**config.mk**
```make
export PLATFORM = sky130hd
export DESIGN_NAME = char_lcd_four_bit_write_sequencer
export DESIGN_NICKNAME = d
export VERILOG_FILES = /design/src/hw/rtl/lcd4_pkg.sv /design/src/hw/rtl/lcd4_ctrl.sv /design/src/hw/rtl/lcd4_datapath.sv /design/src/hw/rtl/char_lcd_four_bit_write_sequencer.sv
export SDC_FILE = /design/constraint.sdc
export NUM_CORES = 1
export LEC_CHECK = 0
export ABC_AREA = 1
export BUFFER_PORTS_ARGS = -buffer_cell sky130_fd_sc_hd__buf_2
export CELL_PAD_IN_SITES_DETAIL_PLACEMENT = 0
export CELL_PAD_IN_SITES_GLOBAL_PLACEMENT = 1
export CORE_AREA = 2 2 102 104
export DETAILED_ROUTE_END_ITERATION = 16
export DIE_AREA = 0 0 104 106
export PLACE_DENSITY = 0.77
export SETUP_SLACK_MARGIN = 0.4
export SLEW_MARGIN = 20
export SYNTH_ARGS = -nofsm -noshare
export SYNTH_HDL_FRONTEND = slang
export SYNTH_SLANG_ARGS = --single-unit
```
**constraint.sdc**
```tcl
create_clock -name clk -period 4.6 [get_ports clk]
set_input_delay 0 -clock clk [delete_from_list [all_inputs] [get_ports clk]]
set_output_delay 0 -clock clk [all_outputs]
set_load 0.02 [all_outputs]
```
**src/hw/rtl/lcd4_pkg.sv**
```systemverilog
`timescale 1ns / 1ps
// ----------------------------------------------------------------------------
// lcd4_pkg: shared types and constants of the 4-bit character LCD sequencer
// Request codes, pin phase codes, controller states and the step scripts
// of the clear and power-up operations.
// ----------------------------------------------------------------------------
package lcd4_pkg;

    localparam int ModeW   = 3;
    localparam int StepW   = 5;
    localparam int WaitMsW = 6;
    localparam int HoldW   = 16;

    localparam logic [ModeW-1:0] MODE_CMD    = 3'd0;
    localparam logic [ModeW-1:0] MODE_DATA   = 3'd1;
    localparam logic [ModeW-1:0] MODE_CLEAR  = 3'd2;
    localparam logic [ModeW-1:0] MODE_CURSOR = 3'd3;
    localparam logic [ModeW-1:0] MODE_INIT   = 3'd4;

    localparam logic CFG_SETUP  = 1'b0;
    localparam logic CFG_ENABLE = 1'b1;

    localparam logic [7:0] SETUP_US_RST  = 8'd5;
    localparam logic [7:0] ENABLE_US_RST = 8'd20;
    localparam logic [HoldW-1:0] US_PER_MS = 16'd1000;

    localparam logic [7:0] ROW_BASE [4] = '{8'h80, 8'hC0, 8'h94, 8'hD4};

    typedef enum logic [1:0] {
        PH_SETUP,
        PH_EN_HI,
        PH_EN_LO,
        PH_WAIT
    } phase_t;

    typedef enum logic [2:0] {
        ST_IDLE,
        ST_FETCH,
        ST_SETUP,
        ST_EN_HI,
        ST_EN_LO,
        ST_WAIT
    } state_t;

    typedef struct packed {
        logic               is_wait;
        logic               use_input;
        logic [7:0]         byte_val;
        logic [WaitMsW-1:0] wait_ms;
        logic               is_final;
    } op_t;

    typedef struct packed {
        logic               load;
        logic               emit;
        phase_t             phase;
        logic               sel;
        logic               half;
        logic               use_input;
        logic [7:0]         table_byte;
        logic [WaitMsW-1:0] wait_ms;
        logic               last;
    } lcd4_cmd_t;

    typedef struct packed {
        logic out_free;
    } lcd4_status_t;

    function automatic op_t byte_op(input logic [7:0] b, input logic fin);
        op_t op;
        op          = '0;
        op.byte_val = b;
        op.is_final = fin;
        return op;
    endfunction

    function automatic op_t wait_op(input logic [WaitMsW-1:0] ms, input logic fin);
        op_t op;
        op          = '0;
        op.is_wait  = 1'b1;
        op.wait_ms  = ms;
        op.is_final = fin;
        return op;
    endfunction

    function automatic op_t script_op(input logic [ModeW-1:0] mode,
                                      input logic [StepW-1:0] idx);
        op_t op;
        op = '0;
        case (mode) inside
            MODE_CMD, MODE_DATA, MODE_CURSOR:
            begin
                op.use_input = 1'b1;
                op.is_final  = 1'b1;
            end
            MODE_CLEAR:
            begin
                if (idx == '0)
                    op = byte_op(8'h01, 1'b0);
                else
                    op = wait_op(6'd2, 1'b1);
            end
            MODE_INIT:
            begin
                case (idx)
                    5'd0:    op = wait_op(6'd50, 1'b0);
                    5'd1:    op = byte_op(8'h30, 1'b0);
                    5'd2:    op = wait_op(6'd5, 1'b0);
                    5'd3:    op = byte_op(8'h30, 1'b0);
                    5'd4:    op = wait_op(6'd1, 1'b0);
                    5'd5:    op = byte_op(8'h30, 1'b0);
                    5'd6:    op = wait_op(6'd10, 1'b0);
                    5'd7:    op = byte_op(8'h20, 1'b0);
                    5'd8:    op = wait_op(6'd10, 1'b0);
                    5'd9:    op = byte_op(8'h28, 1'b0);
                    5'd10:   op = wait_op(6'd1, 1'b0);
                    5'd11:   op = byte_op(8'h08, 1'b0);
                    5'd12:   op = wait_op(6'd1, 1'b0);
                    5'd13:   op = byte_op(8'h01, 1'b0);
                    5'd14:   op = wait_op(6'd2, 1'b0);
                    5'd15:   op = byte_op(8'h06, 1'b0);
                    5'd16:   op = wait_op(6'd1, 1'b0);
                    5'd17:   op = byte_op(8'h0C, 1'b1);
                    default: op = wait_op(6'd0, 1'b1);
                endcase
            end
            default:
            begin
                op = '0;
            end
        endcase
        return op;
    endfunction

endpackage

```
**src/hw/rtl/lcd4_ctrl.sv**
```systemverilog
`timescale 1ns / 1ps
// ----------------------------------------------------------------------------
// lcd4_ctrl: request sequencer of the 4-bit character LCD interface
// Walks the step script of one request and issues one pin phase per beat.
// ----------------------------------------------------------------------------
module lcd4_ctrl
    import lcd4_pkg::*;
(
    input  logic               clk,
    input  logic               rst_n,
    input  logic               req_valid,
    input  logic [ModeW-1:0]   req_mode,
    output logic               req_ready,
    input  lcd4_status_t       status,
    output lcd4_cmd_t          cmd
);

    state_t             state_reg, state_next;
    logic [ModeW-1:0]   mode_reg, mode_next;
    logic [StepW-1:0]   idx_reg, idx_next;
    logic               half_reg, half_next;
    op_t                op;
    logic               accept;
    logic               mode_ok;

    assign op        = script_op(mode_reg, idx_reg);
    assign req_ready = (state_reg == ST_IDLE);
    assign accept    = req_valid && req_ready;
    assign mode_ok   = (req_mode == MODE_CMD) || (req_mode == MODE_DATA) ||
                       (req_mode == MODE_CLEAR) || (req_mode == MODE_CURSOR) ||
                       (req_mode == MODE_INIT);

    always_ff @(posedge clk or negedge rst_n)
    begin
        if (!rst_n)
        begin
            state_reg <= ST_IDLE;
            mode_reg  <= MODE_CMD;
            idx_reg   <= '0;
            half_reg  <= 1'b0;
        end
        else
        begin
            state_reg <= state_next;
            mode_reg  <= mode_next;
            idx_reg   <= idx_next;
            half_reg  <= half_next;
        end
    end

    // next state
    always_comb
    begin
        state_next = state_reg;
        mode_next  = mode_reg;
        idx_next   = idx_reg;
        half_next  = half_reg;
        unique case (state_reg)
            ST_IDLE:
            begin
                if (accept && mode_ok)
                begin
                    mode_next  = req_mode;
                    idx_next   = '0;
                    half_next  = 1'b0;
                    state_next = ST_FETCH;
                end
            end
            ST_FETCH:
            begin
                state_next = op.is_wait ? ST_WAIT : ST_SETUP;
            end
            ST_SETUP:
            begin
                if (status.out_free)
                    state_next = ST_EN_HI;
            end
            ST_EN_HI:
            begin
                if (status.out_free)
                    state_next = ST_EN_LO;
            end
            ST_EN_LO:
            begin
                if (status.out_free)
                begin
                    if (!half_reg)
                    begin
                        half_next  = 1'b1;
                        state_next = ST_SETUP;
                    end
                    else if (op.is_final)
                    begin
                        state_next = ST_IDLE;
                    end
                    else
                    begin
                        half_next  = 1'b0;
                        idx_next   = idx_reg + 1'b1;
                        state_next = ST_FETCH;
                    end
                end
            end
            ST_WAIT:
            begin
                if (status.out_free)
                begin
                    if (op.is_final)
                    begin
                        state_next = ST_IDLE;
                    end
                    else
                    begin
                        idx_next   = idx_reg + 1'b1;
                        state_next = ST_FETCH;
                    end
                end
            end
            default:
            begin
                state_next = ST_IDLE;
            end
        endcase
    end

    // outputs
    always_comb
    begin
        cmd            = '0;
        cmd.load       = accept;
        cmd.sel        = (mode_reg == MODE_DATA);
        cmd.half       = half_reg;
        cmd.use_input  = op.use_input;
        cmd.table_byte = op.byte_val;
        cmd.wait_ms    = op.wait_ms;
        cmd.phase      = PH_SETUP;
        unique case (state_reg)
            ST_IDLE, ST_FETCH:
            begin
                cmd.emit = 1'b0;
            end
            ST_SETUP:
            begin
                cmd.emit  = status.out_free;
                cmd.phase = PH_SETUP;
            end
            ST_EN_HI:
            begin
                cmd.emit  = status.out_free;
                cmd.phase = PH_EN_HI;
            end
            ST_EN_LO:
            begin
                cmd.emit  = status.out_free;
                cmd.phase = PH_EN_LO;
                cmd.last  = half_reg && op.is_final;
            end
            ST_WAIT:
            begin
                cmd.emit  = status.out_free;
                cmd.phase = PH_WAIT;
                cmd.last  = op.is_final;
            end
            default:
            begin
                cmd.emit = 1'b0;
            end
        endcase
    end

endmodule

```
**src/hw/rtl/lcd4_datapath.sv**
```systemverilog
`timescale 1ns / 1ps
// ----------------------------------------------------------------------------
// lcd4_datapath: pin levels, timing registers and result register
// Holds the pins now driven, the byte in flight and the outgoing beat.
// ----------------------------------------------------------------------------
module lcd4_datapath
    import lcd4_pkg::*;
(
    input  logic               clk,
    input  logic               rst_n,
    input  lcd4_cmd_t          cmd,
    output lcd4_status_t       status,
    input  logic [ModeW-1:0]   req_mode,
    input  logic [7:0]         req_value,
    input  logic [1:0]         req_row,
    input  logic [6:0]         req_col,
    input  logic               cfg_we,
    input  logic               cfg_index,
    input  logic [7:0]         cfg_data,
    output logic               m_tvalid,
    input  logic               m_tready,
    output logic [23:0]        m_tdata,
    output logic               m_tlast
);

    logic [7:0]       setup_us_reg;
    logic [7:0]       enable_us_reg;
    logic             held_select_reg;
    logic [3:0]       held_nibble_reg;
    logic [7:0]       in_byte_reg;
    logic             m_tvalid_reg;
    logic [23:0]      m_tdata_reg;
    logic             m_tlast_reg;

    logic [7:0]       cur_byte;
    logic [3:0]       cur_nibble;
    logic             out_select;
    logic [3:0]       out_nibble;
    logic             out_enable;
    logic [HoldW-1:0] out_hold;

    assign status.out_free = !m_tvalid_reg || m_tready;
    assign cur_byte   = cmd.use_input ? in_byte_reg : cmd.table_byte;
    assign cur_nibble = cmd.half ? cur_byte[3:0] : cur_byte[7:4];

    always_comb
    begin
        out_select = held_select_reg;
        out_nibble = held_nibble_reg;
        out_enable = 1'b0;
        out_hold   = {8'd0, enable_us_reg};
        case (cmd.phase)
            PH_SETUP:
            begin
                out_select = cmd.sel;
                out_hold   = {8'd0, setup_us_reg};
            end
            PH_EN_HI:
            begin
                out_nibble = cur_nibble;
                out_enable = 1'b1;
            end
            PH_EN_LO:
            begin
                out_hold = {8'd0, enable_us_reg};
            end
            PH_WAIT:
            begin
                out_hold = HoldW'({{(HoldW-WaitMsW){1'b0}}, cmd.wait_ms} * US_PER_MS);
            end
            default:
            begin
                out_hold = {8'd0, enable_us_reg};
            end
        endcase
    end

    always_ff @(posedge clk or negedge rst_n)
    begin
        if (!rst_n)
        begin
            setup_us_reg    <= SETUP_US_RST;
            enable_us_reg   <= ENABLE_US_RST;
            held_select_reg <= 1'b0;
            held_nibble_reg <= 4'd0;
            m_tvalid_reg    <= 1'b0;
        end
        else
        begin
            if (cfg_we)
            begin
                if (cfg_index == CFG_SETUP)
                    setup_us_reg <= cfg_data;
                else
                    enable_us_reg <= cfg_data;
            end
            if (cmd.emit)
            begin
                held_select_reg <= out_select;
                held_nibble_reg <= out_nibble;
                m_tvalid_reg    <= 1'b1;
            end
            else if (m_tready)
            begin
                m_tvalid_reg <= 1'b0;
            end
        end
    end

    // payload: byte in flight and outgoing beat
    always_ff @(posedge clk)
    begin
        if (cmd.load)
        begin
            if (req_mode == MODE_CURSOR)
                in_byte_reg <= ROW_BASE[req_row] | {1'b0, req_col};
            else
                in_byte_reg <= req_value;
        end
        if (cmd.emit)
        begin
            m_tdata_reg <= {2'b00, out_hold, out_enable, out_nibble, out_select};
            m_tlast_reg <= cmd.last;
        end
    end

    assign m_tvalid = m_tvalid_reg;
    assign m_tdata  = m_tdata_reg;
    assign m_tlast  = m_tlast_reg;

endmodule

```
**src/hw/rtl/char_lcd_four_bit_write_sequencer.sv**
```systemverilog
`timescale 1ns / 1ps
// ----------------------------------------------------------------------------
// char_lcd_four_bit_write_sequencer: 4-bit character LCD write sequencer
// Turns LCD requests into timed pin phases for an external phase timer.
// ----------------------------------------------------------------------------
// Usage:
//   Slave stream: one beat per request (command byte, data byte, clear,
//   set cursor, power-up sequence). Master stream: one beat per pin phase
//   with the levels of select, D7..D4 and enable plus the hold time in us;
//   tlast marks the final phase of a request.
//   Config channel: index 0 writes setup_us, index 1 writes enable_us.
//   Write only while no request is in flight.
// Timing:
//   A request is accepted in the idle state, then each script step passes
//   through the controller's fetch state, then issues one phase beat per
//   cycle while the output register is free. A byte is six phases, clear
//   seven, the power-up sequence 18 steps / 63 phases. The controller
//   handles one request at a time.
// Reset: timing registers return to 5 us and 20 us, held pins go low.
// Stall: a stalled master beat holds its register and the controller waits.
// ----------------------------------------------------------------------------
module char_lcd_four_bit_write_sequencer
    import lcd4_pkg::*;
(
    input  logic        clk,
    input  logic        rst_n,
    input  logic        s_tvalid,
    output logic        s_tready,
    input  logic [23:0] s_tdata,   // mode[2:0], value[10:3], row[12:11], col[19:13]
    output logic        m_tvalid,
    input  logic        m_tready,
    output logic [23:0] m_tdata,   // reg_select[0], bus_nibble[4:1], enable_pin[5],
                                   // hold_us[21:6]
    output logic        m_tlast,
    input  logic        cfg_valid,
    output logic        cfg_ready,
    input  logic        cfg_index,
    input  logic [7:0]  cfg_data
);

    lcd4_cmd_t    cmd;
    lcd4_status_t status;

    assign cfg_ready = 1'b1;

    lcd4_ctrl u_ctrl (
        .clk       (clk),
        .rst_n     (rst_n),
        .req_valid (s_tvalid),
        .req_mode  (s_tdata[2:0]),
        .req_ready (s_tready),
        .status    (status),
        .cmd       (cmd)
    );

    lcd4_datapath u_datapath (
        .clk       (clk),
        .rst_n     (rst_n),
        .cmd       (cmd),
        .status    (status),
        .req_mode  (s_tdata[2:0]),
        .req_value (s_tdata[10:3]),
        .req_row   (s_tdata[12:11]),
        .req_col   (s_tdata[19:13]),
        .cfg_we    (cfg_valid && cfg_ready),
        .cfg_index (cfg_index),
        .cfg_data  (cfg_data),
        .m_tvalid  (m_tvalid),
        .m_tready  (m_tready),
        .m_tdata   (m_tdata),
        .m_tlast   (m_tlast)
    );

endmodule

```
=== Yosys cells after proc, flatten, opt, wreduce, memory -nomap -nowiden ===
Memory sizes are Yosys's and may differ from the RTL's.
Cells that the tools add are included.

* Bits in registers: 65
* ROM bits: 448
* Input bits: 38
* Output and inout port bits: 28
* Memories: 1

* Add/sub/neg operators: 1
* $mul: 1
* $lt $le $gt $ge: 1
* Equality and inequality tests: 21
* Muxes and demuxes: 48
* Bitwise logic cells: 3
* Reductions and logical operators: 25

{| class="wikitable"
|+ Memories
! name !! depth !! bits a word !! read ports !! clocked after memory_dff !! wr ports !! RTL line !! RTL
|-
| (name not given) || 32 || 14 || 1 || 0 || 0 || lcd4_pkg.sv:105 || <nowiki>case (idx)</nowiki>
|}

{| class="wikitable"
|+ Operators by type and width
! operator !! count
|-
| $mux W14 || 3
|-
| $mux W8 || 4
|-
| $pmux W16 S2 || 1
|-
| $mux W5 || 5
|-
| $mux W3 || 7
|-
| $mux W1 || 19
|-
| $eq A3 B2 Y1 const B || 6
|-
| $pmux W3 S6 || 1
|-
| $mux W17 || 1
|-
| $bmux W8 S2 || 1
|-
| $pmux W5 S3 || 1
|-
| $mul A6 B7 Y13 const B || 1
|-
| $eq A3 B3 Y1 const B || 4
|-
| $ne A2 B2 Y1 const B || 5
|-
| $reduce_and A5 Y1 || 2
|-
| $eq A3 B1 Y1 const B || 3
|-
| $logic_not A3 Y1 || 3
|-
| $mux W4 || 2
|-
| $or A8 B7 Y8 || 1
|-
| $pmux W2 S3 || 1
|-
| $reduce_and A2 Y1 || 3
|-
| $add A5 B1 Y5 const B || 1
|-
| $logic_not A5 Y1 || 1
|-
| $logic_or A1 B1 Y1 || 5
|-
| 15 further kinds || 19
|}

=== Depth between registers and ports, before layout ===
Gate-level depths: netlist of the first run.

* Depth after elaboration: 8
* Mapped depth: 23

=== By module ===
Synthesis of the first run repeated with hierarchy kept, for this count alone.

* Cell total of the unflattened synthesis: 553
* Area total of the unflattened synthesis: 4521.8 um^2

{| class="wikitable"
|+ Modules (own cells, without submodules)
! module !! times used !! cells each !! area each (um^2) !! seq. area each (um^2)
|-
| lcd4_datapath || 1 || 383 || 3342.0 || 1486.4
|-
| lcd4_ctrl || 1 || 168 || 1168.6 || 300.3
|-
| char_lcd_four_bit_write_sequencer || 1 || 2 || 11.3 || 0.0
|}

=== Worst setup path after synthesis of the first run ===
OpenSTA, ideal clock, no wires.

* Kind: reg-to-reg
* From: reg u_ctrl.idx_reg[0]
* To: reg u_datapath.m_tdata_reg[21], in the netlist u_datapath.m_tdata[21], data pin
* Setup time: 0.253 ns
* Arrival time: 3.787 ns
* Setup slack: 0.560 ns
* Stages on the path, launching flop included: 21
* Cell sequence: dfrtp_1 inv_1 ha_1 nand2_1 nor3_1 fa_1 ha_1 inv_1 fa_1 inv_1 ha_1 inv_1 fa_1 inv_1 nand3_1 nand2_1 nand4_1 nand2_1 nand2_1 nand2_1 nor2_1

* Longest elaborated chain between the ends: 6
* Elaborated cells between the ends (all ways): 8
* Those cells by class: mul (1); mux (5); reduce/logical (1); memory (1)

{| class="wikitable"
|+ Ends and longest elaborated chain
! what !! RTL line !! RTL
|-
| from (decl) || lcd4_ctrl.sv:20 || <nowiki>logic [StepW-1:0] idx_reg, idx_next;</nowiki>
|-
| from (signal assigned) || lcd4_ctrl.sv:46 || <nowiki>idx_reg <= idx_next;</nowiki>
|-
| $mem_v2 Z32 W14 / $logic_not A5 Y1 (equally long branches) || - ||
|-
| $mux W14 / $mux W17 (equally long branches) || lcd4_pkg.sv:90, lcd4_pkg.sv:98 ||
|-
| $mux W14 (*) (2 in series) || lcd4_pkg.sv:90 || <nowiki>case (mode) inside</nowiki>
|-
| $mul A6 B7 Y13 (*) || lcd4_datapath.sv:69 || <nowiki>out_hold = HoldW'({{(HoldW-WaitMsW){1'b0}}, cmd.wait_ms} * US_PER_MS);</nowiki>
|-
| $pmux W16 S2 (*) || lcd4_datapath.sv:52 || <nowiki>case (cmd.phase)</nowiki>
|-
| net u_datapath.out_hold[15] || lcd4_datapath.sv:40 || <nowiki>logic [HoldW-1:0] out_hold;</nowiki>
|-
| to (signal assigned) || lcd4_datapath.sv:122 || <nowiki>m_tdata_reg <= {2'b00, out_hold, out_enable, out_nibble, out_select};</nowiki>
|-
| to (decl) || lcd4_datapath.sv:32 || <nowiki>logic [23:0] m_tdata_reg;</nowiki>
|}

The timed path passes the listed nets; every way through them passes the cells marked *.
A chain may end at the register's enable or synchronous reset.

=== Worst setup path after layout of the first run ===
* From: reg u_ctrl.idx_reg[1]
* To: reg u_datapath.m_tdata_reg[21], in the netlist u_datapath.m_tdata[21], data pin

The elaborated chain is that of the path after synthesis.

==> results of run 1 <==
## worst max-delay path, cell delays in order (launching register included)
cell and delay, ns:
dfrtp_2 0.45, inv_2 0.09, ha_4 0.13, nand2_1 0.09, nor2_2 0.15, o21ai_2 0.09
o21ai_2 0.09, inv_2 0.07, fa_1 0.50, ha_1 0.29, inv_1 0.05, fa_1 0.46
inv_1 0.07, ha_2 0.19, inv_1 0.05, fa_1 0.37, inv_2 0.09, nand3_1 0.08
nand2_2 0.10, nand4_1 0.08, nand2_1 0.10, nand2_1 0.05, nand2_1 0.05, nor2_1 0.04
## placed cells by master, fill, tap and decap left out, drive strengths merged
master / count
and2: 1
a21o: 1
buf: 68
a22oi: 1
ha: 30
nor2: 34
edfxtp: 31
nand4: 10
fa: 9
nor3: 4
dlygate4sd3: 28
clkbuf: 10
a21oi: 17
dfrtp: 30
clkinvlp: 1
o211ai: 2
o21ai: 41
or2: 3
nand3: 28
inv: 76
clkinv: 5
dfstp: 4
o21bai: 1
conb: 3
a31oi: 3
nand2: 153
o21a: 3
a22o: 3
## final cells by class
cell class / count / area (µm²)
fill: 998 / 4930
multi-input combinational: 347 / 2000
sequential: 65 / 1790
timing repair buffer: 96 / 646
inverter: 76 / 290
tap: 136 / 170
clock buffer: 10 / 128
clock inverter: 6 / 43.8
## per-layer routing
layer | track usage | vias up
met1 | 0.199 | 1596
met5 | 0 | -
li1 | - | 1795
met4 | 0.0454 | 0
met2 | 0.289 | 72
met3 | 0.0405 | 6
## stage by stage
stage                     instances  hold WS [ns]   util  area, µm²  total power [mW]
after global placement          687         0.136  0.455       4550              2.20
after CTS                       733        0.0748  0.502       5020              2.69
after global routing            736         0.118  0.507       5070              2.93
after floorplan                 497        -0.296      -       4120              1.86
final                           736        0.0912  0.507       5070              2.69
after detailed placement        687         0.145  0.455       4550              2.21
## what timing repair did
item / CTS / global route
hold buffers: 28 / 0
endpoints found under the hold margin: 59 / 0
gates resized for setup: 5 / 9
pin swaps: 1 / 1
buffers inserted: 2 / 3
setup endpoints to repair: 1 / 6
## power by group
group | switching [mW] | internal (mW) | total [mW]
registers | 0.0773 | 0.839 | 0.916
clock network | 0.230 | 0.197 | 0.427
logic | 0.894 | 0.452 | 1.35
total | 1.20 | 1.49 | 2.69
## logic make-up (layout without fill, tap and decap cells)
kind of cell / Yosys count / count (layout) / synth area share
AND/OR/NAND/NOR: 233 / 233 / 0.243
adder cells (fa/ha/maj): 39 / 39 / 0.135
flip-flops: 65 / 65 / 0.435
other: 2 / 3 / 0.00183
buffers and inverters: 85 / 188 / 0.0861
AO/OA/AOI/OAI: 72 / 72 / 0.0998
## final timing paths
| check | slack [ns] | to | start | depth (start not counted) |
|---|---|---|---|---|
| setup / recovery | 0.63 | u_datapath.m_tdata[21] | u_ctrl.idx_reg[1] | 23 |
| hold / removal | 0.09 | u_ctrl.mode_reg[0] | s_tvalid | 5 |
| min in group asynchronous | 0.29 | u_ctrl.idx_reg[4] | rst_n | 2 |
| hold reg to reg | 0.49 | u_datapath.held_nibble_reg[1] | u_datapath.held_nibble_reg[1] | 2 |
| setup reg to reg | 0.63 | u_datapath.m_tdata[21] | u_ctrl.idx_reg[1] | 23 |
| max in group asynchronous | 3.76 | u_ctrl.idx_reg[0] | rst_n | 2 |
==> impl_metrics.tcl, run 1 <==
set metrics [dict create \
    crit_path_start_kind "flop" \
    syn_avg_cell_area_um2 8.29 \
    wirelength_um 8760 \
    vias 3469 \
    synthMostInstantiatedCell "nand2_1" \
    period_share 0.863 \
    p_per_area_mw_per_mm2 531 \
    drt_pass1_iterations 5 \
    wl_met2_um 4410 \
    clk_latency_ns 0.35 \
    port_buffers 58 \
    io_pins 66 \
    pre_cts_ws_ns 0.231 \
    setup_violations 0 \
    antenna_found_initial 0 \
    cp_max_fo 5 \
    gp_congestion 0.908 \
    critical_path_class "flop to flop" \
    synth_async_sr_flop_share 0.523 \
    met3_length_um 390 \
    drv_slew 0 \
    synth_edf_count 31 \
    hold_viol 0 \
    synth_ff_type "edfxtp_1" \
    htree_levels 3 \
    drc 0 \
    die_y_um 106 \
    synth.top_cell.area_share 0.226 \
    nets 672 \
    fin_tns_setup_ns 0 \
    yosys-top-cells-area "edfxtp_1 23%, dfrtp_1 18%, nand2_1 14%" \
    fin_skew_ns 0.0135 \
    ys_types 36 \
    clock_sinks 65 \
    relSlewSlack 0.403 \
    start_util 0.411 \
    drt-met1-wl_um 3900 \
    area_growth_pct 23.3 \
    grt_first_pass_wirelength_um 14600 \
    worst_slack_ns 0.632 \
    wire_per_inst_um 11.9 \
    fmax_ghz 0.252 \
    yosys.area.top_type "edfxtp_1" \
    cap_violations 0 \
    arrival_ns 4.08 \
    tightest_slew_ns 0.893 \
    grt.total_usage 0.163 \
    postRouteAntennaNets 0 \
    drive_gt1_frac 0.197 \
    post_drt_via_cell_ratio 4.71 \
    cts_tree "built" \
    status "finished, final reports clean" \
    root_buffer "clkbuf_8" \
    die_area_mm2 0.0110 \
    num_rows 37 \
    cts.reportedPaths.clkPinSlew_ns 0.08 \
    synth-seq-cells 65 \
    worstSetupEndpointType "flop" \
    clk_path_buf_depth 2 \
    cts_buffers 9 \
    grt_start_max_net_pins 35 \
    syn_area_mm2 0.00411 \
    core-area_mm2 0.0100 \
    min_path_type "input port to flop" \
    peakVddDrop_v 0.000397 \
    rsz0062_at_grt "false" \
    ys_warn_count 0 \
    ys_seq_area_frac 0.435 \
    highest_layer "met4" \
    grt_pass1_vias 3294 \
    largest_reg_flops 22 \
    drt_iter0_drc 150 \
    hpwl_um 6330 \
    synth_commonest_cells "148 x nand2_1, 74 x inv_1, 38 x o21ai_0, 31 x edfxtp_1" \
    cp.required_ns 4.71 \
    num_antenna_cells 0 \
    gr-total-overflow 0 \
    finalCriticalPeriod_ns 3.97 \
    die_w_um 104 \
    syn_inst 496 \
    p_leak_nw 2.57 \
]
(Power assumes the default switching activity.)
==> run 2: changes to the inputs <==
--- a/config.mk
+++ b/config.mk
@@ -9,10 +9,11 @@
 export BUFFER_PORTS_ARGS = -buffer_cell sky130_fd_sc_hd__buf_2
 export CELL_PAD_IN_SITES_DETAIL_PLACEMENT = 0
 export CELL_PAD_IN_SITES_GLOBAL_PLACEMENT = 1
-export CORE_AREA = 2 2 102 104
+export CORE_AREA = 2 2 117 119
 export DETAILED_ROUTE_END_ITERATION = 16
-export DIE_AREA = 0 0 104 106
-export PLACE_DENSITY = 0.77
+export DIE_AREA = 0 0 119 121
+export PLACE_DENSITY = 0.6
+export REMOVE_ABC_BUFFERS = 1
 export SETUP_SLACK_MARGIN = 0.4
 export SLEW_MARGIN = 20
 export SYNTH_ARGS = -nofsm -noshare
==> run 2 against run 1 <==
  * Maximum frequency up 1.3%
  * Power up 12%
  * First-iteration DRC count grew 25%
  * Worst setup slack better by 0.052 ns
  * Combinational power grew 3%
  * Non-clock buffer count increased by 2
  * Critical path depth unchanged
  * Highest routed layer unchanged
  * Sequential power about the same
  * Sequential cell count unchanged
  * Clock-buffer cell count is 2 higher
  * Global-route usage fell by 2.2 points
  * Largest power group unchanged
==> impl_metrics.tcl, run 2 (synthesis results as in run 1) <==
set metrics [dict create \
    die_area_mm2 0.0144 \
    rsz0062_at_grt "false" \
    crit_path_start_kind "flop" \
    fin_tns_setup_ns 0 \
    critical_path_class "flop to flop" \
    largest_reg_flops 22 \
    r2r-end "u_datapath.m_tdata[21]" \
    fmax_ghz 0.255 \
    wire_per_inst_um 12.2 \
    cp.required_ns 4.70 \
    finalPower_mw 3.01 \
    vias 3494 \
    num-fill-cells 1359 \
    hold-path-endpoint "u_ctrl.mode_reg[1]" \
    gp_congestion 0.827 \
    core-area_mm2 0.0131 \
    status "finished, final reports clean" \
    worstSetupEndpointType "flop" \
    die_y_um 121 \
    finalCriticalPeriod_ns 3.92 \
    r2r_setup_slack_ns 0.68 \
    multi_input_area_mm2 0.00201 \
    arrival_ns 4.02 \
    drc 0 \
    cts_buffers 9 \
    start_util 0.314 \
    gr-total-overflow 0 \
    drive_gt1_frac 0.203 \
    drt_iter0_drc 187 \
    min_from "s_tvalid" \
    period_share 0.851 \
    peakVddDrop_v 0.000283 \
    cts_tree "built" \
    p_per_area_mw_per_mm2 571 \
    root_buffer "clkbuf_16" \
    cp_max_fo 5 \
    area_growth_pct 28.4 \
    reg2reg_depth 23 \
    fin_skew_ns 0.00970 \
    die_w_um 119 \
    grt_first_pass_wirelength_um 16100 \
    setup_violations 0 \
    cts.reportedPaths.clkPinSlew_ns 0.06 \
    min_path_type "input port to flop" \
    postRouteAntennaNets 0 \
    num_antenna_cells 0 \
    relSlewSlack 0.382 \
    port_buffers 58 \
    mostFrequentLayoutCells "148 x nand2_1, 69 x inv_1, 58 x buf_2" \
    drv_slew 0 \
    p_leak_nw 2.65 \
    wirelength_um 9510 \
    cap_violations 0 \
    clk_path_buf_depth 2 \
    io_pins 66 \
    hold_viol 0 \
    nets 674 \
    grt_start_max_net_pins 35 \
    post_drt_via_cell_ratio 4.49 \
    num_rows 42 \
    tightest_slew_ns 0.925 \
    htree_levels 3 \
    grt.total_usage 0.141 \
    hold_depth 4 \
    hpwl_um 6940 \
    antenna_found_initial 0 \
    final_common_cell "nand2_1" \
    drt_pass1_iterations 4 \
    clk_latency_ns 0.34 \
    seqCellArea_mm2 0.00179 \
    r2r_start "u_ctrl.idx_reg[1]" \
    clock_sinks 65 \
    grt_pass1_vias 3398 \
]
-- run 2: worst max-delay path: stages, from the launching register on --
cell and delay [ns]:
dfrtp_2 0.44, inv_2 0.09, ha_4 0.13, nand2_1 0.08
nor2_2 0.15, o21ai_2 0.08, o21ai_2 0.10, inv_2 0.06
fa_1 0.48, ha_1 0.29, inv_1 0.05, fa_1 0.46
inv_1 0.07, ha_2 0.18, inv_1 0.06, fa_1 0.37
inv_2 0.09, nand3_1 0.07, nand2_1 0.11, nand4_1 0.09
nand2_1 0.09, nand2_1 0.05, nand2_1 0.05, nor2_1 0.04
-- run 2: per-stage QoR --
step / utilization / setup slack (ns) / area [µm²] / hold slack, ns / std cells
2_1_floorplan: - / 0.559 / 4050 / -0.296 / 488
3_3_place_gp: 0.352 / 0.368 / 4610 / 0.148 / 728
3_5_place_dp: 0.352 / 0.286 / 4610 / 0.158 / 728
4_1_cts: 0.400 / 0.423 / 5230 / 0.107 / 776
5_1_grt: 0.403 / 0.411 / 5280 / 0.169 / 778
6_report: 0.403 / 0.685 / 5280 / 0.117 / 778
-- run 2: worst max path at each step --
stage               slack (ns)              start  cells past startpoint                endpoint
finish                    0.68  u_ctrl.idx_reg[1]                     23  u_datapath.m_tdata[21]
global route              0.41  u_ctrl.idx_reg[1]                     23  u_datapath.m_tdata[21]
detailed placement        0.29  u_ctrl.idx_reg[1]                     23  u_datapath.m_tdata[21]
CTS                       0.42  u_ctrl.idx_reg[1]                     23  u_datapath.m_tdata[21]
global placement          0.37  u_ctrl.idx_reg[1]                     23  u_datapath.m_tdata[21]
floorplan                 0.56  u_ctrl.idx_reg[0]                     20  u_datapath.m_tdata[21]
-- run 2: final cells by class --
class                           instances  area share
Multi-Input combinational cell        347       0.381
Sequential cell                        65       0.339
Timing Repair Buffer                   98       0.125
Inverter                               76      0.0550
Clock buffer                           12      0.0486
Tap cell                              176      0.0417
Clock inverter                          4     0.00972
-- run 2: per-layer routing --
metal  wire (µm)  GRT usage  vias up  part of all wire
met5           0          0        -                 0
met4         204     0.0580        0             0.021
met3         364     0.0315       16             0.038
met2        4670      0.250       69              0.49
met1        4270      0.165     1604              0.45
li1            -          -     1805                 -
-- run 2: what timing repair did --
| action | in CTS | in global routing |
|---|---|---|
| buffers inserted | 4 | 2 |
| endpoints found under the hold margin | 59 | 0 |
| hold buffers | 28 | 0 |
| setup endpoints to repair | 1 | 7 |
| pin swaps | 1 | 3 |
| gates resized for setup | 3 | 13 |
-- run 2: where the power goes --
part / total [mW] / switching [mW] / internal, mW
Combinational: 1.39 / 0.916 / 0.471
Sequential: 0.918 / 0.0785 / 0.840
Clock: 0.707 / 0.258 / 0.449
